`config.mk`:
```
export PLATFORM = sky130hd
export DESIGN_NAME = ucfp_cmd_fifo
export DESIGN_NICKNAME = d
export VERILOG_FILES = /design/src/rtl/ucfp_pkg.sv /design/src/rtl/ucfp_cmd_fifo.sv
export VERILOG_INCLUDE_DIRS = /design/src /design/src/rtl
export SDC_FILE = /design/constraint.sdc
export NUM_CORES = 1
export LEC_CHECK = 0
export ABC_AREA = 0
export BUFFER_PORTS_ARGS = -buffer_cell sky130_fd_sc_hd__buf_4
export CAP_MARGIN = 25
export CORE_MARGIN = 5
export CORE_UTILIZATION = 50
export CTS_CLUSTER_DIAMETER = 200
export CTS_CLUSTER_SIZE = 10
export DETAILED_ROUTE_END_ITERATION = 7
export GPL_TIMING_DRIVEN = 0
export HOLD_SLACK_MARGIN = 0.06
export PLACE_DENSITY_LB_ADDON = 0.3
export SYNTH_ARGS = -nofsm -noshare
export SYNTH_HDL_FRONTEND = slang
export SYNTH_SLANG_ARGS = --single-unit
```
`constraint.sdc`:
```
create_clock -name clk_i -period 3.7 [get_ports clk_i]
set_input_delay 0.37 -clock clk_i [delete_from_list [all_inputs] [get_ports clk_i]]
set_output_delay 0.37 -clock clk_i [all_outputs]
set_load 0.02 [all_outputs]
```
`src/rtl/assert_macros.svh`:
```
// Assertion macros shared by the command frame parser modules.
// Each macro expects clk_i and rst_ni to exist in the including scope.
`ifndef ASSERT_MACROS_SVH
`define ASSERT_MACROS_SVH

// Property checked on every clock edge outside of reset.
`define UCFP_ASSERT(label, prop, msg) \
  label: assert property (@(posedge clk_i) disable iff (!rst_ni) prop) \
    else $error(msg);

// Condition that must never be seen outside of reset.
`define UCFP_ASSERT_NEVER(label, cond, msg) \
  `UCFP_ASSERT(label, !(cond), msg)

`endif

```
`src/rtl/ucfp_pkg.sv`:
```
// Shared types and constants of the command frame parser.
// No dependencies; the parser, command queue, reply sender and core modules import this package.
package ucfp_pkg;

  // Fixed framing constants.
  localparam int unsigned LENGTH_MIN       = 3;
  localparam int unsigned HEADER_BYTES     = 5;
  localparam logic [7:0]  REPLY_TYPE_BYTE  = 8'h02;
  localparam int unsigned OPCODE_MASK_BITS = 64;
  localparam int unsigned OPCODE_IDX_W     = $clog2(OPCODE_MASK_BITS);

  // Command queue between the parser and the reply sender.
  localparam int unsigned CMD_FIFO_DEPTH = 2;
  localparam int unsigned CMD_PTR_W      = $clog2(CMD_FIFO_DEPTH);
  localparam int unsigned CMD_CNT_W      = $clog2(CMD_FIFO_DEPTH + 1);

  // Configuration port.
  localparam int unsigned CFG_INDEX_W = 3;
  localparam int unsigned CFG_DATA_W  = 64;

  typedef enum logic [CFG_INDEX_W-1:0] {
    CFG_REQUEST_START = 3'd0,
    CFG_REPLY_START   = 3'd1,
    CFG_ACK_CODE      = 3'd2,
    CFG_NAK_CODE      = 3'd3,
    CFG_ACTIVE_APP    = 3'd4,
    CFG_IDENTIFY_OP   = 3'd5,
    CFG_RETURN_HOME   = 3'd6,
    CFG_OPCODE_MASK   = 3'd7
  } cfg_reg_e;

  typedef struct packed {
    logic [7:0]                  request_start_code;
    logic [7:0]                  reply_start_code;
    logic [7:0]                  ack_code;
    logic [7:0]                  nak_code;
    logic [7:0]                  active_app_id;
    logic [7:0]                  identify_opcode;
    logic [7:0]                  return_home_opcode;
    logic [OPCODE_MASK_BITS-1:0] accepted_opcode_mask;
  } cfg_t;

  // One classified command, waiting for its reply to be sent.
  typedef struct packed {
    logic [7:0] seq_num;
    logic [7:0] app;
    logic [7:0] opcode;
    logic [7:0] status;
    logic       accepted;
  } cmd_t;

  // Channel words.
  typedef struct packed {
    logic [7:0] rx_byte;
  } rx_word_t;

  typedef struct packed {
    logic [7:0] tx_byte;
    logic       last_byte;
    logic [7:0] cmd_app;
    logic [7:0] cmd_opcode;
    logic       cmd_accepted;
  } tx_word_t;

endpackage

```
`src/rtl/ucfp_cmd_fifo.sv`:
```
// Short command queue between the parser and the reply sender.
// Depends on ucfp_pkg and assert_macros.svh.
`include "assert_macros.svh"

module ucfp_cmd_fifo
  import ucfp_pkg::*;
(
  input  logic clk_i,
  input  logic rst_ni,
  input  logic push_valid_i,
  input  cmd_t push_cmd_i,
  output logic push_ready_o,
  output logic pop_valid_o,
  output cmd_t pop_cmd_o,
  input  logic pop_ready_i
);

  localparam logic [CMD_PTR_W-1:0] LastPtr = CMD_PTR_W'(CMD_FIFO_DEPTH - 1);

  cmd_t                 mem_q [CMD_FIFO_DEPTH];
  logic [CMD_PTR_W-1:0] wr_ptr_q, rd_ptr_q;
  logic [CMD_CNT_W-1:0] count_q;
  logic                 push, pop;

  assign push_ready_o = (count_q != CMD_CNT_W'(CMD_FIFO_DEPTH));
  assign pop_valid_o  = (count_q != '0);
  assign push         = push_valid_i && push_ready_o;
  assign pop          = pop_ready_i && pop_valid_o;
  assign pop_cmd_o    = mem_q[rd_ptr_q];

  // Entry storage.
  always_ff @(posedge clk_i) begin
    if (push) begin
      mem_q[wr_ptr_q] <= push_cmd_i;
    end
  end

  // Pointers and fill count.
  always_ff @(posedge clk_i or negedge rst_ni) begin
    if (!rst_ni) begin
      wr_ptr_q <= '0;
      rd_ptr_q <= '0;
      count_q  <= '0;
    end else begin
      if (push) begin
        wr_ptr_q <= (wr_ptr_q == LastPtr) ? '0 : wr_ptr_q + 1'b1;
      end
      if (pop) begin
        rd_ptr_q <= (rd_ptr_q == LastPtr) ? '0 : rd_ptr_q + 1'b1;
      end
      if (push && !pop) begin
        count_q <= count_q + 1'b1;
      end else if (pop && !push) begin
        count_q <= count_q - 1'b1;
      end
    end
  end

  `UCFP_ASSERT_NEVER(a_count_bound, count_q > CMD_CNT_W'(CMD_FIFO_DEPTH), "fifo overfilled")
  `UCFP_ASSERT(a_push_grows, push && !pop |=> count_q == $past(count_q) + 1'b1, "push lost")
  `UCFP_ASSERT(a_pop_shrinks, pop && !push |=> count_q == $past(count_q) - 1'b1, "pop lost")

endmodule

```
==> metrics.md <==
| Metric | Value |
|---|---|
| DR top layer | met4 |
| H-tree levels | 3 |
| Clock slew at reported path FFs | roughly 0.07 ns |
| DRC Markers | 0 |
| Worst setup SP type | flop |
| Hold WC Path Type | in2reg |
| Final Max Slew Viols | 0 |
| Int Power | around 1.9 mW |
| PortBufs | 71 |
| Initial antenna violation count | 0 |
| Switching Power | ~0.89 mW |
| Actual slew at the worst max-slew pin | between 0.9 and 1 ns |
| Post-route setup TNS | 0 ns |
| Hold Crit Depth | 1 |
| Tot Pwr | between 2 and 3 mW |
| Critical path, cell by cell | nand2b_1, nand2_1, nor2_4 |
| Vias in the first global route | 1,494 |
| Dpl hpwl | just over 3000 um |
| Slowest cell on crit path | nor2_4 |
| Min Hold Slack | 0.220 ns |
| TritonCTS Buffers | 9 |
| Area of the mapped netlist | 2730 um2 |
| F_max | approximately 540 MHz |
| Max incr delay on CP | between 0.7 and 0.8 ns |
| Crit path buffers/inverters | 0 |
| PwrDens | around 800 nW/um2 |
| Min Tclk post-route | 1.86 ns |
| Top delay family on crit path | simple AND/OR/NAND/NOR gates |
| CTS tree | built |
| Max Cap Viol | 0 |
| R2R depth | 3 |
| Via-to-Cell Ratio | about 4.7 |
| FF+latch count, synth | 70 |
| Clk Latency, worst-skew pair | between 0.3 and 0.4 ns |
| Finished Layout Cells | 279 |
| Met2 WL | between 2000 and 2500 um |
| Num ports | 72 |
| # diodes | 0 |
| Overall die height | around 84 um |
| Worst vdd ir | 0.571 mV |
| Critical path class | reg2reg |
| Mean Syn Cell Area | 22.5 um2 |
| Met3 Wirelength | ~280 um |
| Post-Syn Instances | roughly 120 |
| Netlist cell types | 15 |
| Critical Path RT | between 3 and 4 ns |
| Synth Net Count | around 160 |
| Post-CTS resize count | 0 |
| Sequential Power Share | roughly two fifths |
| Final Wtd Congestion | 0.730 |
| Layout area overhead | 29.0% |
| RSZ-0062 raised after global routing | no |
| Maximum clock path buffer count | 2 |
| First DRT Iteration DRCs | 64 |
| DIE AREA | 7030 um2 |
| Starting Density | between 50% and 60% |
| Final Skew | approximately 0.0091 ns |
| Tot GR Track Use | approximately an eighth |
| Crit path capture type | flop |
| Most common cell after layout, fill and taps aside | buf_4 |
| Average wire per standard cell | between 15 and 20 um |
| Net Sw Frac | about a third |
| Final core utilization | between 60% and 70% |
| Status | completed |
| Worst EP arrival | around 1.8 ns |
| Logic pwr share | between 40% and 50% |
| Pleak | 1.42 nW |
| TritonCTS Sinks | 70 |
| Max_slew headroom | a little over a third |
| Power share of the clock group | about 17% |
| Core Region | between 5000 and 6000 um2 |
| Cell Rows | 26 |
| Final Hold Fails | 0 |
| Sequential cell area fraction in the yosys report | between 70% and 80% |
| NumNets Final | between 200 and 250 |
| Wire length on met1 | roughly 1800 um |
| Crit path depth | 3 |
| Largest net degree at the start of global routing | 34 |
| First-pass GRT wire length | 7010 um |
| Most frequent cells in the layout | buf_4, edfxtp_1, mux2_4 |
| Post-DRT Antenna Nets | 0 |
| YS warnings | 0 |
| Pre-antenna DRT Iters | 4 |
| Placed insts | 262 |
| GRT overflow | 0 |
| Final setup violation count | 0 |
| Share of cells above drive strength 1 | ~58% |
| Worst Path Max Fanout | 33 |
| Final wirelength | 4520 um |
| Fin crit share | 50.1% |
| Die span in x | 83.9 um |
| Root Buffer | clkbuf_8 |
| DR vias | approximately 1,300 |
[Yosys cell counts]
cell type | count | area share [%]
inv_1 | 1 | 0.14
buf_12 | 3 | 2.2
buf_6 | 1 | 0.41
or2_1 | 1 | 0.23
xnor2_1 | 3 | 0.96
and3_1 | 1 | 0.23
mux2_4 | 29 | 16
nor2_1 | 2 | 0.28
nand2_1 | 2 | 0.28
ha_1 | 1 | 0.46
dfrtp_1 | 4 | 3.7
xor2_1 | 2 | 0.64
mux2_2 | 4 | 1.7
edfxtp_1 | 66 | 73
nand2b_1 | 1 | 0.23
[final timing paths]
path	from	end	slack, ns
worst min register to register	count_q[1]	count_q[1]	0.52
max in group asynchronous	rst_ni	rd_ptr_q	3.23
min in group asynchronous	rst_ni	count_q[1]	0.36
worst max register to register	count_q[0]	mem_q[0][10]	1.84
worst min-delay path	push_cmd_i[17]	mem_q[0][17]	0.22
worst max-delay path	count_q[0]	mem_q[0][10]	1.84
[repair_timing]
action / in CTS / in global routing
buffers inserted: 0 / 0
hold buffers: 1 / 0
endpoints found under the hold margin: 4 / 0
[kinds of logic after synthesis]
family	synth area share, %
muxes	17.6
adders and majority gates	0.459
and+or+nand+nor	1.24
DFF	76.3
xor gates and xnor gates	1.61
buffers and inverters	2.75
[metal layers]
| layer | up-vias | global-route usage (%) |
|---|---|---|
| li1 | 633 | - |
| met1 | 626 | 15.5 |
| met2 | 44 | 21.5 |
| met3 | 6 | 4.54 |
| met4 | 0 | 7.31 |
| met5 | - | 0 |
[final cells by class]
class / count / area [um2]
Fill cell: 383 / 1690
Timing Repair Buffer: 72 / 543
Inverter: 1 / 3.75
Tap cell: 70 / 87.6
Multi-Input combinational cell: 46 / 579
Sequential cell: 70 / 2080
Clock buffer: 13 / 139
Buffer: 4 / 71.3
Clock inverter: 3 / 13.8
[flip-flops by register name, summed over array words and instances (netlist names)]
name,flops
rd_ptr_q,1
wr_ptr_q,1
mem_q,66
count_q,2
[worst reg2reg max path, delay by kind of cell, from the launching register on]
family | cells | cell delay (ns)
DFF | 1 | 0.40
and+or+nand+nor | 3 | 1.06
[through the flow]
step,cell area (um2),worst slack [ns]
final,3520,1.84
after global routing,3520,1.69
after CTS,3520,1.81
after floorplan,2730,1.08
after detailed placement,3360,1.83
after global placement,3350,0.587
[power groups by stage]
stage / logic (mW) / registers, mW / clock network [mW]
floorplan: 0.824 / 1.15 / 0
global placement: 1.18 / 1.16 / 0
detailed placement: 1.21 / 1.17 / 0
CTS: 1.22 / 1.15 / 0.500
global route: 1.27 / 1.17 / 0.538
finish: 1.19 / 1.15 / 0.485
Note: power is estimated with default switching activity, not from simulation.
