File: src/rtl/assert_macros.svh
// Assertion macros shared by the command frame parser modules.
// Each macro expects clk_i and rst_ni to exist in the including scope.
`ifndef ASSERT_MACROS_SVH
`define ASSERT_MACROS_SVH

// Property checked on every clock edge outside of reset.
`define UCFP_ASSERT(label, prop, msg) \
  label: assert property (@(posedge clk_i) disable iff (!rst_ni) prop) \
    else $error(msg);

// Condition that must never be seen outside of reset.
`define UCFP_ASSERT_NEVER(label, cond, msg) \
  `UCFP_ASSERT(label, !(cond), msg)

`endif

File: src/rtl/ucfp_pkg.sv
// Shared types and constants of the command frame parser.
// No dependencies; the parser, command queue, reply sender and core modules import this package.
package ucfp_pkg;

  // Fixed framing constants.
  localparam int unsigned LENGTH_MIN       = 3;
  localparam int unsigned HEADER_BYTES     = 5;
  localparam logic [7:0]  REPLY_TYPE_BYTE  = 8'h02;
  localparam int unsigned OPCODE_MASK_BITS = 64;
  localparam int unsigned OPCODE_IDX_W     = $clog2(OPCODE_MASK_BITS);

  // Command queue between the parser and the reply sender.
  localparam int unsigned CMD_FIFO_DEPTH = 2;
  localparam int unsigned CMD_PTR_W      = $clog2(CMD_FIFO_DEPTH);
  localparam int unsigned CMD_CNT_W      = $clog2(CMD_FIFO_DEPTH + 1);

  // Configuration port.
  localparam int unsigned CFG_INDEX_W = 3;
  localparam int unsigned CFG_DATA_W  = 64;

  typedef enum logic [CFG_INDEX_W-1:0] {
    CFG_REQUEST_START = 3'd0,
    CFG_REPLY_START   = 3'd1,
    CFG_ACK_CODE      = 3'd2,
    CFG_NAK_CODE      = 3'd3,
    CFG_ACTIVE_APP    = 3'd4,
    CFG_IDENTIFY_OP   = 3'd5,
    CFG_RETURN_HOME   = 3'd6,
    CFG_OPCODE_MASK   = 3'd7
  } cfg_reg_e;

  typedef struct packed {
    logic [7:0]                  request_start_code;
    logic [7:0]                  reply_start_code;
    logic [7:0]                  ack_code;
    logic [7:0]                  nak_code;
    logic [7:0]                  active_app_id;
    logic [7:0]                  identify_opcode;
    logic [7:0]                  return_home_opcode;
    logic [OPCODE_MASK_BITS-1:0] accepted_opcode_mask;
  } cfg_t;

  // One classified command, waiting for its reply to be sent.
  typedef struct packed {
    logic [7:0] seq_num;
    logic [7:0] app;
    logic [7:0] opcode;
    logic [7:0] status;
    logic       accepted;
  } cmd_t;

  // Channel words.
  typedef struct packed {
    logic [7:0] rx_byte;
  } rx_word_t;

  typedef struct packed {
    logic [7:0] tx_byte;
    logic       last_byte;
    logic [7:0] cmd_app;
    logic [7:0] cmd_opcode;
    logic       cmd_accepted;
  } tx_word_t;

endpackage

File: src/rtl/ucfp_parser.sv
// Front end: tracks frame position, captures the header and classifies a
// finished frame into a command record. Depends on ucfp_pkg.
module ucfp_parser
  import ucfp_pkg::*;
#(
  parameter int unsigned FRAME_BYTES_MAX = 64,
  parameter int unsigned PAYLOAD_MAX     = 48,
  parameter int unsigned GLOBAL_APP_ID   = 0
) (
  input  logic       clk_i,
  input  logic       rst_ni,
  input  cfg_t       cfg_i,
  input  logic       rx_valid_i,
  input  logic [7:0] rx_byte_i,
  output logic       rx_ready_o,
  output logic       cmd_valid_o,
  output cmd_t       cmd_o,
  input  logic       cmd_ready_i
);

  localparam int unsigned PosW = $clog2(FRAME_BYTES_MAX + 1);
  localparam logic [PosW-1:0] PosHunt   = PosW'(0);
  localparam logic [PosW-1:0] PosLength = PosW'(1);
  localparam logic [PosW-1:0] PosSeq    = PosW'(2);
  localparam logic [PosW-1:0] PosApp    = PosW'(3);
  localparam logic [PosW-1:0] PosOpcode = PosW'(4);

  logic [PosW-1:0] pos_q, pos_d;
  logic [PosW-1:0] total_q, total_d;
  logic [PosW-1:0] pos_inc;
  logic [7:0]      seq_q, app_q, op_q;
  logic [7:0]      seq_c, app_c, op_c;
  logic [8:0]      len_total;
  logic            accept, len_bad, frame_end;
  logic            is_global, special, pay_ok, frame_good, mask_hit, need_reply;
  logic [7:0]      status;
  logic            accepted;

  // A byte is taken whenever the command queue can absorb a possible command.
  assign rx_ready_o = cmd_ready_i;
  assign accept     = rx_valid_i && cmd_ready_i;

  // Header fields as they stand after this byte.
  assign seq_c = (pos_q == PosSeq) ? rx_byte_i : seq_q;
  assign app_c = (pos_q == PosApp) ? rx_byte_i : app_q;
  assign op_c  = (pos_q == PosOpcode) ? rx_byte_i : op_q;

  // Length check: total frame size is taken without wrap.
  assign len_total = 9'(rx_byte_i) + 9'd2;
  assign len_bad   = (rx_byte_i < 8'(LENGTH_MIN)) || (len_total > 9'(FRAME_BYTES_MAX));
  assign pos_inc   = pos_q + 1'b1;
  assign frame_end = (pos_q >= PosSeq) && (pos_inc == total_q);

  // Position tracking. The stored total never exceeds the frame limit, so the
  // body always ends on the total before the limit is reached.
  always_comb begin
    pos_d   = pos_q;
    total_d = total_q;
    if (accept) begin
      if (pos_q == PosHunt) begin
        if (rx_byte_i == cfg_i.request_start_code) begin
          pos_d = PosLength;
        end
      end else if (pos_q == PosLength) begin
        if (len_bad) begin
          pos_d   = PosHunt;
          total_d = '0;
        end else begin
          pos_d   = PosSeq;
          total_d = PosW'(len_total);
        end
      end else if (frame_end) begin
        pos_d   = PosHunt;
        total_d = '0;
      end else begin
        pos_d = pos_inc;
      end
    end
  end

  // Frame checks and reply classification.
  assign is_global = (app_c == 8'(GLOBAL_APP_ID));
  assign special   = is_global &&
                     ((op_c == cfg_i.identify_opcode) || (op_c == cfg_i.return_home_opcode));
  assign pay_ok    = (9'(total_q) <= 9'(PAYLOAD_MAX + HEADER_BYTES));
  assign frame_good = (seq_c != 8'd0) && pay_ok &&
                      (is_global || (app_c == cfg_i.active_app_id));
  assign mask_hit  = (op_c < 8'(OPCODE_MASK_BITS)) &&
                     cfg_i.accepted_opcode_mask[op_c[OPCODE_IDX_W-1:0]];

  always_comb begin
    need_reply = 1'b1;
    status     = cfg_i.nak_code;
    accepted   = 1'b0;
    if (!frame_good) begin
      status = special ? cfg_i.active_app_id : cfg_i.nak_code;
    end else if (is_global) begin
      // Other global opcodes are silently dropped.
      need_reply = special;
      status     = cfg_i.active_app_id;
      accepted   = 1'b1;
    end else begin
      status   = mask_hit ? cfg_i.ack_code : cfg_i.nak_code;
      accepted = mask_hit;
    end
  end

  assign cmd_valid_o = accept && frame_end && need_reply;
  assign cmd_o = '{seq_num: seq_c, app: app_c, opcode: op_c,
                   status: status, accepted: accepted};

  // Position and length registers.
  always_ff @(posedge clk_i or negedge rst_ni) begin
    if (!rst_ni) begin
      pos_q   <= PosHunt;
      total_q <= '0;
    end else begin
      pos_q   <= pos_d;
      total_q <= total_d;
    end
  end

  // Captured header bytes.
  always_ff @(posedge clk_i) begin
    if (accept) begin
      seq_q <= seq_c;
      app_q <= app_c;
      op_q  <= op_c;
    end
  end

endmodule

File: config.mk
export PLATFORM = sky130hd
export DESIGN_NAME = ucfp_parser
export DESIGN_NICKNAME = d
export VERILOG_FILES = /design/src/rtl/assert_macros.svh /design/src/rtl/ucfp_pkg.sv /design/src/rtl/ucfp_parser.sv
export SDC_FILE = /design/constraint.sdc
export NUM_CORES = 1
export LEC_CHECK = 0
export BUFFER_PORTS_ARGS = -buffer_cell sky130_fd_sc_hd__buf_4
export CAP_MARGIN = 25
export CORE_ASPECT_RATIO = 0.6
export CORE_MARGIN = 8
export CORE_UTILIZATION = 51
export CTS_BUF_LIST = sky130_fd_sc_hd__clkbuf_4 sky130_fd_sc_hd__clkbuf_8
export CTS_CLUSTER_DIAMETER = 120
export CTS_CLUSTER_SIZE = 40
export DETAILED_ROUTE_END_ITERATION = 10
export PLACE_DENSITY = 0.79
export SLEW_MARGIN = 20
export SYNTH_ARGS = -nofsm -noshare
export SYNTH_HDL_FRONTEND = slang
export SYNTH_SLANG_ARGS = --single-unit
File: constraint.sdc
create_clock -name clk_i -period 4.01 [get_ports clk_i]
set_clock_uncertainty 0.15 [all_clocks]
set_input_delay 0.2005 -clock clk_i [delete_from_list [all_inputs] [get_ports clk_i]]
set_output_delay 0.2005 -clock clk_i [all_outputs]
set_load 0.02 [all_outputs]
==> run metrics, run 1 <==
clock period minus worst slack=around 4 ns; Synthesis Warnings=0; max-cap viol count=0; Setup-failing EPs final=9; global route overflow=0; post-synthesis xor/xnor area fraction=8.14%; vias per inst=6.61; Tot GR Track Use=approximately 30%; detailed-placement wirelength estimate=13600 um; register area share after synthesis=24.9%; max_slew headroom=55.4%; Worst setup SP type=flop; period utilization=102%; largest net degree at the start of global routing=27; PwrDens=412 nW/um2; violated checks=setup timing; Clock Latency Late Sink=approximately 0.31 ns; layout cells sized above 1=40.1%; maximum clock insertion buffer count=2; port buffer count=roughly 160; total chip power=2.59 mW; pre-CTS setup slack=0.0321 ns; status=finished with violations; first-pass GRT wire length=27500 um; vias in the first global route=about 5200; most frequent cell after synthesis=nand2_1; max-slew violations=0; Final ANT Viol Nets=0; crit-path max FO=6; clock slew at reported path FFs=0.09 ns; DRC=0; DR pass1 iterations=8; largest cells by area after synthesis=edfxtp_1 17%, dfrtp_1 8.1%, mux2i_1 5.1%; Post-synth ARST share=between 30% and 40%; Worst Path Required=3.66 ns; Synth Area in Simple Gates=26.7%; antenna violations before repair=0; CTS tree=built; Post-Route WL=18500 um; Post-synth EDFFs=24; post-synthesis mux area share=8.52%; leading area contributor after synthesis=edfxtp_1; Synth Area in Adders=1.45%; Synth Instances=between 500 and 600; fmax=244 MHz; Via Count=5372; total CTS buffers=5; Peak VDD IR=0.374 mV; P&R area growth vs syn=46.1%; Unique masters post-synth=73; Final Net Count=837; FF+latch count, synth=38; drt wl/cell=22.8 um; Die X=135 um; ANT cells=0; syn_nets=658; syn_area_per_cell=approximately 8.3 um2; Compound-Gate Fraction of Synth Area=23.3%; Worst Setup End Kind=primary output; DR iter-0 viols=648; share of the synthesized area in the top cell type=16.7%; Hold Path Class=in -> async; clk sinks=38; synthesized cell area=4300 um2; clk root buf=clkbuf_8; Initial Util=51.5%; Leak=2.70 nW; RSZ-0062 raised after global routing=true; largest family of logic cells by synthesized area=simple AND/OR/NAND/NOR gates; ys flop type=edfxtp_1; IO Pins=167; row count=26; setup ws final=-0.0917 ns; WP data arrival=3.75 ns; Die H=87.2 um; Worst-Margin Slew=0.666 ns; final-report hold violation count=0; H-tree lvl count=2; total core area=roughly 8400 um2; final RePlAce weighted congestion=0.961; full die area=11700 um2; path type of the worst setup path=reg -> out; top post-synthesis cells by count=45 x nand2_1, 24 x edfxtp_1, 23 x nor3_1
## sequential cells by signal, indices dropped and copies added, names as in the netlist
register and count:
app_q 8, op_q 8, seq_q 8, pos_q 7, total_q 7
## layout by cell type, fill, tap and decap left out, drive strengths merged, types with 6 or more instances in the layout
cell     instances
buf            205
nand2           45
nor3            28
edfxtp          24
inv             24
o21ai           24
nor2            23
mux2i           22
nand3           22
xnor2           21
a21oi           21
nand4           19
and3            19
xor2            19
o31ai           16
dfrtp           14
a31oi           14
mux2            11
a211oi          10
nor2b            8
or2b             6
a2111oi          6
o211ai           6
or4              6
nor4             6
## worst max-delay path: stages, from the launching register on
cell	delay [ns]
dfrtp_1	0.39
or4_4	0.63
buf_12	0.18
nor2_4	0.11
a31oi_1	0.11
or4_1	0.54
or4_4	0.58
a31oi_4	0.23
o31ai_4	0.09
buf_6	0.15
nor3_4	0.18
nor3_2	0.08
buf_4	0.16
## metal layers
layer  share of wire (%)  vias up  global-route usage (%)  wire length, um
li1                    -     2361                       -                -
met1                  42     2551                    40.3             7710
met2                  43      415                    44.3             8000
met3                  13       45                    9.68             2470
met4                 1.8        0                    6.99              329
met5                   0        -                       0                0
## power breakdown
group	total, mW	switching (mW)	internal (mW)
clock	0.417	0.167	0.250
sequential	0.566	0.0643	0.502
combinational	1.60	0.922	0.683
## final timing paths
| kind | from | endpoint | slack, ns | cells past startpoint |
|---|---|---|---|---|
| setup / recovery | pos_q[5] | cmd_o[7] | -0.09 | 12 |
| hold / removal | rst_ni | total_q[6] | 0.12 | 2 |
| setup reg to reg | pos_q[5] | pos_q[2] | 0.58 | 11 |
| hold reg to reg | total_q[0] | total_q[0] | 0.37 | 2 |
| max in group asynchronous | rst_ni | pos_q[4] | 3.41 | 2 |
| min in group clk_i | rx_byte_i[1] | total_q[1] | 0.17 | 2 |
## cells by family (layout without fill, tap and decap cells)
kind of cell | count (synthesis) | count (layout)
multiplexers | 34 | 34
AO/OA/AOI/OAI | 139 | 139
XOR/XNOR | 40 | 40
buffers and inverters | 61 | 240
AND/OR/NAND/NOR | 204 | 205
adder cells (fa/ha/maj) | 5 | 5
flip-flops | 38 | 38
## cell type report
cell class	instances	area (um2)
tap	112	140
inverter	25	96.3
clock inverter	3	68.8
fill	620	2080
clock buffer	5	68.8
multi-input combinational	423	3210
timing repair buffer	207	1630
sequential	38	1070
## stage by stage
step / TNS (ns) / cells / hold slack [ns] / area, um2 / utilization (%)
floorplan: 0 / 521 / -0.245 / 4300 / -
global placement: 0 / 791 / -0.0898 / 5720 / 68.4
detailed placement: 0 / 791 / -0.0850 / 5720 / 68.4
CTS: -0.00609 / 810 / 0.120 / 6140 / 73.4
global route: -1.39 / 813 / 0.145 / 6280 / 75.2
finish: -0.662 / 813 / 0.122 / 6280 / 75.2
## what timing repair did
item	CTS	global route
cloned	2	0
hold buffers	1	0
resized for setup	34	22
setup endpoints to repair	9	9
hold endpoints to repair	14	0
pin swaps	18	15
buffers inserted	9	3
Power figures use the tool's default switching activity.
==> run 2, diff against run 1 <==
CORE_UTILIZATION = 30   (was 51)
PLACE_DENSITY = 0.5   (was 0.79)
==> run metrics, run 2 (synthesis results as in run 1) <==
DR pass1 iterations=5 (-3); Hold Path Class=in -> async; full die area=18600 um2 (+58%); H-tree lvl count=2 (unchanged); P&R area growth vs syn=49.3%; clock slew at reported path FFs=0.09 ns (about the same); port buffer count=158 (unchanged); Worst Setup End Kind=primary output; ANT cells=0 (unchanged); crit-path max FO=8 (+2); Clock Latency Late Sink=0.31 ns (about the same); Peak VDD IR=0.258 mV (-31%); total core area=14300 um2 (+70%); Post-Route WL=19300 um (+4.2%); vias per inst=5.58 (-15%); Design Area, Final=6420 um2 (+2.2%); PwrDens=408 nW/um2 (-0.82%); Via Count=5065 (-5.7%); Worst-Margin Slew=0.689 ns (+0.0237 ns); layout cells sized above 1=40.3% (+0.25 points); clock period minus worst slack=4.00 ns (-0.100 ns); Worst Path Required=3.66 ns (about the same); drt wl/cell=21.3 um (-6.6%); max-slew violations=0 (unchanged); max-cap viol count=0 (unchanged); vias in the first global route=5074 (-2.7%); Largest regs=app_q x8, op_q x8, seq_q x8; IO Pins=167 (unchanged); Worst setup SP type=flop; final-report hold violation count=0 (unchanged); Setup-failing EPs final=0 (-9); maximum clock insertion buffer count=2 (unchanged); max_slew headroom=53.8% (-1.6 points); total CTS buffers=5 (unchanged); Placed Cells=886 (+12%); row count=34 (+31%); period utilization=99.8% (-2.5 points); Die X=171 um (+27%); most common cell after layout, fill and taps aside=buf_4; clk root buf=clkbuf_8; global route overflow=0 (unchanged); Final Net Count=845 (+0.96%); detailed-placement wirelength estimate=15500 um (+14%); Placed Area=5880 um2 (+2.8%); final RePlAce weighted congestion=0.875 (-8.9%); Initial Util=30.2% (-21 points); fmax=250 MHz (+2.5%); Final ANT Viol Nets=0 (unchanged); WP data arrival=3.65 ns (-0.10 ns); Finished Layout Cells=907 (+12%); Tot GR Track Use=19.9% (-9.8 points); DRC=0 (unchanged); RSZ-0062 raised after global routing=true; path type of the worst setup path=reg -> out; Die H=109 um (+25%); CTS tree=built; clk sinks=38 (unchanged); largest net degree at the start of global routing=27 (unchanged); first-pass GRT wire length=29100 um (+5.5%); Leak=2.70 nW (+0.11%); status=complete, no violations; most frequent cells in the layout=204 x buf_4, 44 x nand2_1, 24 x edfxtp_1; DR iter-0 viols=468 (-28%); antenna violations before repair=0 (unchanged)
-- run 2: cell count changes in the layout (fill, tap and decap cells not counted), sizes merged --
cell,before,now
bufbuf,1,0
inv,24,23
buf,205,213
clkbuf,5,7
-- run 2: critical path: stages (launching register included) --
cell and delay (ns):
dfrtp_1 0.38, or4_4 0.66, o211ai_2 0.17, a21oi_1 0.10, or4_1 0.56, or4_4 0.56
a31oi_4 0.24, o31ai_4 0.11, buf_12 0.15, nor3_4 0.16, nor3_2 0.08, buf_4 0.16
-- run 2: layer usage --
metal	vias up	routed length, um	track usage, %	part of all wire, %
met4	0	79	1.56	0.41
li1	2370	-	-	-
met2	219	7730	28.0	40
met3	6	2010	6.33	10
met5	-	0	0	0
met1	2470	9460	29.7	49
-- run 2: what timing repair did --
action | 4_1_cts | 5_1_grt
resized for setup | 30 | 26
cloned | 0 | 2
hold endpoints to repair | 14 | 0
hold buffers | 1 | 0
setup endpoints to repair | 9 | 9
pin swaps | 4 | 16
setup buffers | 0 | 11
-- run 2: final timing paths --
check,start,to,slack [ns],cells after the start
setup / recovery,pos_q[5],cmd_o[7],0.009,11
hold / removal,rst_ni,total_q[6],0.13,2
setup reg to reg,pos_q[0],total_q[6],0.59,10
hold reg to reg,total_q[0],total_q[0],0.36,2
max in group asynchronous,rst_ni,pos_q[1],3.39,2
min in group clk_i,rx_byte_i[5],total_q[5],0.18,3
-- run 2: area by class of cell --
class	count	area, um2
multi-input combinational	423	3160
timing repair buffer	215	1700
sequential	38	1070
tap	198	248
clock buffer	6	82.6
clock inverter	2	60.1
fill	1449	7830
inverter	25	98.8
-- run 2: stage by stage --
stage	power [mW]	util, %	hold WS (ns)	TNS [ns]	setup slack, ns
floorplan	1.45	-	-0.245	0	0.261
global placement	2.03	41.2	-0.0866	-0.0945	-0.0914
detailed placement	2.05	41.2	-0.0825	-0.569	-0.203
CTS	2.54	43.3	0.137	-0.0916	-0.0279
global route	2.79	45.1	0.141	-0.870	-0.110
finish	2.62	45.1	0.126	0	0.00874
-- run 2: where the power goes --
part | leakage, nW | switching, mW | internal, mW
Sequential | 0.416 | 0.0553 | 0.502
Combinational | 2.21 | 0.929 | 0.714
Clock | 0.0714 | 0.157 | 0.266
Total | 2.70 | 1.14 | 1.48
