--- src/rtl/assert_macros.svh ---
// Assertion macros shared by the command frame parser modules.
// Each macro expects clk_i and rst_ni to exist in the including scope.
`ifndef ASSERT_MACROS_SVH
`define ASSERT_MACROS_SVH

// Property checked on every clock edge outside of reset.
`define UCFP_ASSERT(label, prop, msg) \
  label: assert property (@(posedge clk_i) disable iff (!rst_ni) prop) \
    else $error(msg);

// Condition that must never be seen outside of reset.
`define UCFP_ASSERT_NEVER(label, cond, msg) \
  `UCFP_ASSERT(label, !(cond), msg)

`endif

--- src/rtl/ucfp_pkg.sv ---
// Shared types and constants of the command frame parser.
// No dependencies; the parser, command queue, reply sender and core modules import this package.
package ucfp_pkg;

  // Fixed framing constants.
  localparam int unsigned LENGTH_MIN       = 3;
  localparam int unsigned HEADER_BYTES     = 5;
  localparam logic [7:0]  REPLY_TYPE_BYTE  = 8'h02;
  localparam int unsigned OPCODE_MASK_BITS = 64;
  localparam int unsigned OPCODE_IDX_W     = $clog2(OPCODE_MASK_BITS);

  // Command queue between the parser and the reply sender.
  localparam int unsigned CMD_FIFO_DEPTH = 2;
  localparam int unsigned CMD_PTR_W      = $clog2(CMD_FIFO_DEPTH);
  localparam int unsigned CMD_CNT_W      = $clog2(CMD_FIFO_DEPTH + 1);

  // Configuration port.
  localparam int unsigned CFG_INDEX_W = 3;
  localparam int unsigned CFG_DATA_W  = 64;

  typedef enum logic [CFG_INDEX_W-1:0] {
    CFG_REQUEST_START = 3'd0,
    CFG_REPLY_START   = 3'd1,
    CFG_ACK_CODE      = 3'd2,
    CFG_NAK_CODE      = 3'd3,
    CFG_ACTIVE_APP    = 3'd4,
    CFG_IDENTIFY_OP   = 3'd5,
    CFG_RETURN_HOME   = 3'd6,
    CFG_OPCODE_MASK   = 3'd7
  } cfg_reg_e;

  typedef struct packed {
    logic [7:0]                  request_start_code;
    logic [7:0]                  reply_start_code;
    logic [7:0]                  ack_code;
    logic [7:0]                  nak_code;
    logic [7:0]                  active_app_id;
    logic [7:0]                  identify_opcode;
    logic [7:0]                  return_home_opcode;
    logic [OPCODE_MASK_BITS-1:0] accepted_opcode_mask;
  } cfg_t;

  // One classified command, waiting for its reply to be sent.
  typedef struct packed {
    logic [7:0] seq_num;
    logic [7:0] app;
    logic [7:0] opcode;
    logic [7:0] status;
    logic       accepted;
  } cmd_t;

  // Channel words.
  typedef struct packed {
    logic [7:0] rx_byte;
  } rx_word_t;

  typedef struct packed {
    logic [7:0] tx_byte;
    logic       last_byte;
    logic [7:0] cmd_app;
    logic [7:0] cmd_opcode;
    logic       cmd_accepted;
  } tx_word_t;

endpackage

--- src/rtl/ucfp_reply_tx.sv ---
// Back end: sends the four-byte reply for each queued command.
// Depends on ucfp_pkg and assert_macros.svh.
`include "assert_macros.svh"

module ucfp_reply_tx
  import ucfp_pkg::*;
(
  input  logic       clk_i,
  input  logic       rst_ni,
  input  logic [7:0] reply_start_i,
  input  logic       pop_valid_i,
  input  cmd_t       pop_cmd_i,
  output logic       pop_ready_o,
  output logic       tx_valid_o,
  output tx_word_t   tx_word_o,
  input  logic       tx_ready_i
);

  typedef enum logic [1:0] {
    SLOT_START  = 2'd0,
    SLOT_TYPE   = 2'd1,
    SLOT_SEQ    = 2'd2,
    SLOT_STATUS = 2'd3
  } reply_slot_e;

  reply_slot_e slot_q;
  logic        busy_q;
  cmd_t        rec_q;
  logic        tx_take, last;
  logic [7:0]  tx_byte;

  assign last        = (slot_q == SLOT_STATUS);
  assign tx_take     = busy_q && tx_ready_i;
  // A new command loads when idle or as the final byte of the current one leaves.
  assign pop_ready_o = !busy_q || (tx_ready_i && last);

  // Byte selection for the current slot.
  always_comb begin
    case (slot_q)
      SLOT_START:  tx_byte = reply_start_i;
      SLOT_TYPE:   tx_byte = REPLY_TYPE_BYTE;
      SLOT_SEQ:    tx_byte = rec_q.seq_num;
      SLOT_STATUS: tx_byte = rec_q.status;
      default:     tx_byte = '0;
    endcase
  end

  assign tx_valid_o = busy_q;
  assign tx_word_o  = '{tx_byte: tx_byte, last_byte: last, cmd_app: rec_q.app,
                        cmd_opcode: rec_q.opcode, cmd_accepted: rec_q.accepted};

  // Sequencer state.
  always_ff @(posedge clk_i or negedge rst_ni) begin
    if (!rst_ni) begin
      busy_q <= 1'b0;
      slot_q <= SLOT_START;
    end else if (pop_ready_o && pop_valid_i) begin
      busy_q <= 1'b1;
      slot_q <= SLOT_START;
    end else if (tx_take) begin
      if (last) begin
        busy_q <= 1'b0;
        slot_q <= SLOT_START;
      end else begin
        slot_q <= reply_slot_e'(slot_q + 2'd1);
      end
    end
  end

  // Command record of the reply in flight.
  always_ff @(posedge clk_i) begin
    if (pop_ready_o && pop_valid_i) begin
      rec_q <= pop_cmd_i;
    end
  end

  `UCFP_ASSERT(a_slot_step, tx_take && !last |=> busy_q && (2'(slot_q) == 2'($past(slot_q) + 2'd1)), "slot skipped")
  `UCFP_ASSERT(a_drain_idle, tx_take && last && !pop_valid_i |=> !busy_q, "reply overran")
  `UCFP_ASSERT(a_rec_hold, busy_q && !tx_ready_i |=> busy_q && $stable(rec_q), "record changed")

endmodule

--- config.mk ---
export PLATFORM = sky130hd
export DESIGN_NAME = ucfp_reply_tx
export DESIGN_NICKNAME = d
export VERILOG_FILES = /design/src/rtl/ucfp_pkg.sv /design/src/rtl/ucfp_reply_tx.sv
export VERILOG_INCLUDE_DIRS = /design/src /design/src/rtl
export SDC_FILE = /design/constraint.sdc
export NUM_CORES = 1
export LEC_CHECK = 0
export BUFFER_PORTS_ARGS = -buffer_cell sky130_fd_sc_hd__buf_4
export CORE_MARGIN = 1
export CORE_UTILIZATION = 50
export CTS_BUF_LIST = sky130_fd_sc_hd__clkbuf_4 sky130_fd_sc_hd__clkbuf_8
export CTS_CLUSTER_SIZE = 25
export DETAILED_ROUTE_END_ITERATION = 8
export PLACE_DENSITY = 0.87
export SETUP_SLACK_MARGIN = 0.05
export SLEW_MARGIN = 20
export SYNTH_ARGS = -nofsm -noshare
export SYNTH_HDL_FRONTEND = slang
export SYNTH_SLANG_ARGS = --single-unit
--- constraint.sdc ---
create_clock -name clk_i -period 6.57 [get_ports clk_i]
set_input_delay 0.657 -clock clk_i [delete_from_list [all_inputs] [get_ports clk_i]]
set_output_delay 0.657 -clock clk_i [all_outputs]
set_load 0.1 [all_outputs]
==> flow_metrics.py, run 1 <==
metrics = {
    "global_routing": {
        "gr-total-overflow": 0,
        "grt_usage_pct": 18.49,
        "first_global_vias": 944,
        "grt_pass1_wl_um": 4133,
        "grt_max_degree": 34,
        "antenna_found_initial": 0,
    },
    "yosys": {
        "synth_area_sq_um": 1471,
        "ys_ff_latch": 36,
        "ys_seq_area_share_pct": 72.45,
        "synth.distinct_cells": 19,
        "netlist_instances": 97,
        "synth_top_area_cell": "edfxtp_1",
        "synth.top_cells.by_area": "edfxtp_1 67%, buf_4 10%, dfrtp_1 5.1%",
        "postSynthAreaPerCell_sq_um": 15.17,
        "synth_top_area_share_pct": 67.35,
        "synthesis.nets": 145,
        "yosys_warnings": 0,
    },
    "clock_network": {
        "cts_hold_buffers": 0,
        "clk-insertion-delay-late_ns": 0.32,
        "clockBufferDepth": 2,
        "path_clk_slew_ns": 0.10,
        "cts_tree": "done",
        "numCtsBuffers": 5,
        "postCtsResizedCells": 0,
        "root_buffer": "clkbuf_4",
        "post_cts_buffers": 0,
        "cts.sinks": 36,
        "htreeDepth": 2,
    },
    "cells_and_area": {
        "final_common_cell": "buf_4",
        "diodes": 0,
        "fillCellCount": 204,
        "layout_common_cells": "73 x buf_4, 33 x edfxtp_1, 9 x nand2_1",
        "area_growth_pct": 32.99,
        "final_cells": 188,
        "final_nets": 204,
        "drive_above_1_share_pct": 51.59,
        "fin_area_sq_um": 1957,
    },
    "sta": {
        "fmax_mhz": 393.8,
        "finalSetupTns_ns": 0,
        "hold_violations": 0,
        "setup_viol": 0,
        "finalMaxSlewViolations": 0,
        "grt_setup_unrepaired": "no",
        "fin_crit_ns": 2.540,
        "finalClockSkew_ns": 0.001924,
        "maxSlewHeadroom_pct": 69.59,
        "worst_slew_pin_slew_ns": 0.4561,
        "fin_ws_ns": 4.030,
        "post-route-period-util_pct": 38.66,
    },
    "worst_setup_path": {
        "ff2ff_setup_slack_ns": 4.63,
        "cp-start-kind": "flip-flop",
        "crit_path_max_incr_delay_ns": 0.47,
        "cp_data_required_time_ns": 5.91,
        "endpoint_kind": "output pin",
        "r2r_start": "slot_q[0]$_DFFE_PN0P_",
        "rr_worst_depth": 4,
        "cp.arrival_ns": 1.88,
        "reg2reg_to": "rec_q[31]$_DFFE_PP_",
        "cp_top_family": "adder cells",
        "critPathSlowestCell": "ha_1",
        "worst-path-buf-inv": 1,
        "cp_max_fo": 12,
        "crit_chain": "ha_1 > a22oi_1 > o21ai_1 > buf_4",
        "criticalPathCategory": "reg2out",
    },
    "floorplan": {
        "die_w_um": 56.25,
        "core-area_sq_um": 2781,
        "initial_utilization_pct": 52.90,
        "ios": 73,
        "die_area_sq_um": 3164,
        "dieHeight_um": 56.25,
        "rows": 19,
    },
    "routing": {
        "drc": 0,
        "drt-vias-per-instance": 4.984,
        "antenna_left": 0,
        "first_pass_iters": 6,
        "drt_iter0_drc": 48,
        "detail_route.wirelength_um": 2580,
        "vias": 937,
        "wire_per_inst_um": 13.72,
    },
    "placed_design": {
        "dpl_cell_area_sq_um": 1906,
        "dp_slack_ns": 4.384,
        "gp_congestion": 0.8437,
        "hpwl_um": 1926,
        "io_buffers": 72,
        "placedCellCount": 180,
    },
    "outcome": {
        "status": "finished, final reports clean",
    },
    "hold_path": {
        "hp-class": "in2async",
    },
    "power_and_ir_drop": {
        "p_per_area_nw_per_um2": 474.7,
        "peakVddDrop_v": 0.0005337,
        "p_leak_uw": 0.0008294,
    },
    "flow_run": {
        "drv_cap": 0,
    },
}
## area by class of cell
type	count	area [sq um]	share of cell area, %
clock inverters	3	13.76	0.7033
well taps	31	38.79	1.982
flip-flops and latches	36	1066	54.48
repair buffers	73	548.0	28.01
clock buffers	5	37.54	1.918
multi-input cells	37	241.5	12.34
inverters	3	11.26	0.5754
## power breakdown
group	leakage [uW]	internal, uW	switching [uW]
Sequential	0.000334	284	14.6
Combinational	0.000463	112	415
Clock	0.0000324	39.2	64.7
Total	0.000829	435	494
## flip-flops by register name (all words and copies together) (netlist names)
register / cells
tx_word_o: 17
tx_valid_o: 1
slot_q: 2
rec_q: 16
## through the flow
step / hold WS (ns) / util, % / power (uW)
after floorplan: 0.3614 / - / 738.9
after global placement: 0.4477 / 68.51 / 820.3
after detailed placement: 0.4516 / 68.51 / 831.2
after CTS: 0.08900 / 70.36 / 936.7
after global routing: 0.07085 / 70.36 / 968.2
final: 0.1052 / 70.36 / 928.9
## worst register-to-register path: stages, from the launching register on
cell and delay (ns):
dfrtp_1 0.43, ha_1 0.47, a21boi_1 0.20, nor2b_2 0.13
buf_4 0.36
## worst max-delay path by stage
stage / from / endpoint / slack, ns / cells after the start
after detailed placement: slot_q[0]$_DFFE_PN0P_ / tx_word_o[18] / 4.38 / 5
after CTS: slot_q[0]$_DFFE_PN0P_ / tx_word_o[18] / 4.01 / 5
after floorplan: tx_valid_o$_DFFE_PN0P_ / rec_q[1]$_DFFE_PP_ / 3.59 / 2
final: slot_q[0]$_DFFE_PN0P_ / tx_word_o[18] / 4.03 / 4
after global placement: slot_q[0]$_DFFE_PN0P_ / tx_word_o[19] / 4.50 / 5
after global routing: slot_q[0]$_DFFE_PN0P_ / tx_word_o[18] / 3.84 / 5
## kinds of logic after synthesis
group	after synthesis	share of synthesized area [%]
AOI/OAI and AO/OA	19	8.759
and+or+nand+nor	14	4.252
DFF	36	72.45
buffers and inverters	24	11.31
adders and majority gates	3	2.551
muxes	1	0.6803
## Yosys cell counts (all sizes together)
| cell type | instances |
|---|---|
| a21boi | 1 |
| a22o | 1 |
| a22oi | 8 |
| a32o | 1 |
| and3 | 1 |
| buf | 21 |
| dfrtp | 3 |
| edfxtp | 33 |
| ha | 3 |
| inv | 3 |
| mux2i | 1 |
| nand2 | 9 |
| nand2b | 1 |
| nor2 | 1 |
| nor2b | 1 |
| o211ai | 1 |
| o21ai | 7 |
| or2 | 1 |
## layer usage
| metal | share of wire (%) | vias to the layer above | global-route usage, % | routed length [um] |
|---|---|---|---|---|
| met3 | 13 | 2 | 9.767 | 329 |
| met1 | 40 | 420 | 21.31 | 1030 |
| met2 | 46 | 62 | 28.57 | 1195 |
| li1 | - | 453 | - | - |
| met5 | 0 | - | 0 | 0 |
| met4 | 0.97 | 0 | 8.362 | 25 |
(Power assumes the default switching activity.)
==> run 2: changes to the inputs <==
--- a/config.mk
+++ b/config.mk
@@ -8,11 +8,11 @@
 export LEC_CHECK = 0
 export BUFFER_PORTS_ARGS = -buffer_cell sky130_fd_sc_hd__buf_4
 export CORE_MARGIN = 1
-export CORE_UTILIZATION = 50
+export CORE_UTILIZATION = 47
 export CTS_BUF_LIST = sky130_fd_sc_hd__clkbuf_4 sky130_fd_sc_hd__clkbuf_8
 export CTS_CLUSTER_SIZE = 25
 export DETAILED_ROUTE_END_ITERATION = 8
-export PLACE_DENSITY = 0.87
+export PLACE_DENSITY = 0.83
 export SETUP_SLACK_MARGIN = 0.05
 export SLEW_MARGIN = 20
 export SYNTH_ARGS = -nofsm -noshare
==> constraint.sdc (replaced) <==
create_clock -name clk_i -period 2.63 [get_ports clk_i]
set_input_delay 0.263 -clock clk_i [delete_from_list [all_inputs] [get_ports clk_i]]
set_output_delay 0.263 -clock clk_i [all_outputs]
set_load 0.1 [all_outputs]
==> flow_metrics.py, run 2 (synthesis results as in run 1) <==
metrics = {
    "power_and_ir_drop": {
        "peakVddDrop_v": 0.0007873,
        "finalPower_uw": 2385,
        "seqPwrFrac_pct": 31.1,
        "clkPwrFrac_pct": 13.7,
        "p_leak_uw": 0.0008468,
        "power.switching_uw": 1226,
        "sw_frac_of_total_pct": 51.42,
        "comb_power_share_pct": 55.2,
        "p_per_area_nw_per_um2": 1197,
        "p_int_uw": 1159,
    },
    "routing": {
        "antenna_left": 0,
        "first_pass_iters": 6,
        "detail_route.wirelength_um": 2645,
        "vias": 927,
        "drt-vias-per-instance": 4.905,
        "wire_per_inst_um": 13.99,
        "drt_iter0_drc": 41,
        "drc": 7,
    },
    "clock_network": {
        "cts_tree": "done",
        "htreeDepth": 2,
        "path_clk_slew_ns": 0.10,
        "clk-insertion-delay-late_ns": 0.33,
        "root_buffer": "clkbuf_4",
        "cts.sinks": 36,
        "clockBufferDepth": 2,
        "post_cts_buffers": 0,
        "numCtsBuffers": 5,
    },
    "floorplan": {
        "dieHeight_um": 57.95,
        "core-area_sq_um": 2853,
        "die_area_sq_um": 3358,
        "die_w_um": 57.95,
        "initial_utilization_pct": 51.58,
        "ios": 73,
        "rows": 19,
    },
    "global_routing": {
        "grt_usage_pct": 17.72,
        "gr-total-overflow": 0,
        "grt_max_degree": 34,
        "busiest_layer": "met2",
        "grtUsageMet2_pct": 27.59,
        "use_met3_pct": 9.821,
        "antenna_found_initial": 0,
        "grt_use_met1_pct": 18.56,
        "grt_pass1_wl_um": 4181,
        "first_global_vias": 989,
    },
    "worst_setup_path": {
        "criticalPathCategory": "reg2out",
        "cp.arrival_ns": 1.85,
        "cp_data_required_time_ns": 2.37,
        "endpoint_kind": "output pin",
        "reg2reg_to": "rec_q[6]$_DFFE_PP_",
        "r2r_start": "slot_q[0]$_DFFE_PN0P_",
        "cp_top_family": "flip-flops",
        "rr_worst_depth": 4,
        "critPathSlowestCell": "dfrtp_1",
        "worst-path-buf-inv": 2,
        "cp-start-kind": "flip-flop",
        "ff2ff_setup_slack_ns": 0.70,
        "crit_chain": "ha_1 > a21boi_1 > inv_1 > buf_4",
        "crit_path_max_incr_delay_ns": 0.43,
        "cp_max_fo": 12,
    },
    "sta": {
        "fmax_mhz": 472.9,
        "setup_viol": 0,
        "hold_violations": 0,
        "post-route-period-util_pct": 80.40,
        "maxSlewHeadroom_pct": 70.98,
        "grt_setup_unrepaired": "no",
        "fin_crit_ns": 2.115,
        "finalMaxSlewViolations": 0,
        "finalClockSkew_ns": 0.004300,
        "worst_slew_pin_slew_ns": 0.4352,
        "finalSetupTns_ns": 0,
        "fin_ws_ns": 0.5154,
    },
    "cells_and_area": {
        "area_growth_pct": 35.46,
        "final_nets": 205,
        "final_cells": 189,
        "drive_above_1_share_pct": 51.90,
        "utilization_pct": 69.87,
        "layout_common_cells": "73 x buf_4, 33 x edfxtp_1, 9 x nand2_1",
        "final_common_cell": "buf_4",
        "fillCellCount": 204,
        "largest_reg_flops": 17,
        "diodes": 0,
    },
    "placed_design": {
        "io_buffers": 72,
        "gp_congestion": 0.7050,
        "dp_slack_ns": 0.7102,
        "placedCellCount": 180,
    },
    "hold_path": {
        "hp-class": "in2reg",
        "hold_depth": 1,
        "min_to": "rec_q[31]$_DFFE_PP_",
        "holdCritStartpoint": "pop_cmd_i[31]",
    },
    "outcome": {
        "status": "finished with violations",
        "failed_checks": "design-rule violations",
    },
    "flow_run": {
        "drv_cap": 0,
    },
}
## run 2: cell count changes in the layout (fill, tap and decap cells not counted)
cell / change
clkbuf_8: +2
clkinv_2: -2
clkinv_1: -1
clkbuf_4: +1
nor2b_2: -1
dlygate4sd3_1: +1
nor2b_4: +1
## run 2: metrics by stage
stage | instance area [sq um] | hold slack, ns
6_report | 1993 | 0.09947
5_1_grt | 1993 | 0.07173
4_1_cts | 1993 | 0.08030
3_5_place_dp | 1911 | 0.05910
3_3_place_gp | 1911 | 0.05485
2_1_floorplan | 1474 | -0.03259
## run 2: worst max-delay path by stage
stage | depth (start not counted) | to | startpoint
floorplan | 5 | tx_word_o[19] | slot_q[0]$_DFFE_PN0P_
global placement | 4 | tx_word_o[3]$_DFFE_PP_ | slot_q[0]$_DFFE_PN0P_
detailed placement | 4 | tx_word_o[3]$_DFFE_PP_ | slot_q[0]$_DFFE_PN0P_
CTS | 4 | pop_ready_o | slot_q[0]$_DFFE_PN0P_
global route | 4 | pop_ready_o | slot_q[0]$_DFFE_PN0P_
finish | 4 | pop_ready_o | slot_q[0]$_DFFE_PN0P_
## run 2: repair_timing
action / CTS / global route
hold endpoints to repair: 3 / 0
resized for setup: 0 / 0
hold buffers: 1 / 0
## run 2: power groups by stage
stage | registers (uW) | clock network [uW] | logic, uW
2_1_floorplan | 768 | 0 | 1080
3_3_place_gp | 752 | 0 | 1300
3_5_place_dp | 756 | 0 | 1320
4_1_cts | 743 | 339 | 1320
5_1_grt | 752 | 355 | 1370
6_report | 742 | 326 | 1320
## run 2: cell type report
| cell class | instances | area [sq um] | share of cell area, % |
|---|---|---|---|
| inverters | 3 | 11.26 | 0.5650 |
| clock buffers | 8 | 72.57 | 3.641 |
| well taps | 31 | 38.79 | 1.946 |
| flip-flops and latches | 36 | 1066 | 53.48 |
| multi-input cells | 37 | 246.5 | 12.37 |
| repair buffers | 74 | 558.0 | 28.00 |
## run 2: routing by layer
metal  wire, um  up-vias
met2       1192       65
met1        980      400
met5          0        -
li1           -      456
met3        415        6
met4         56        0
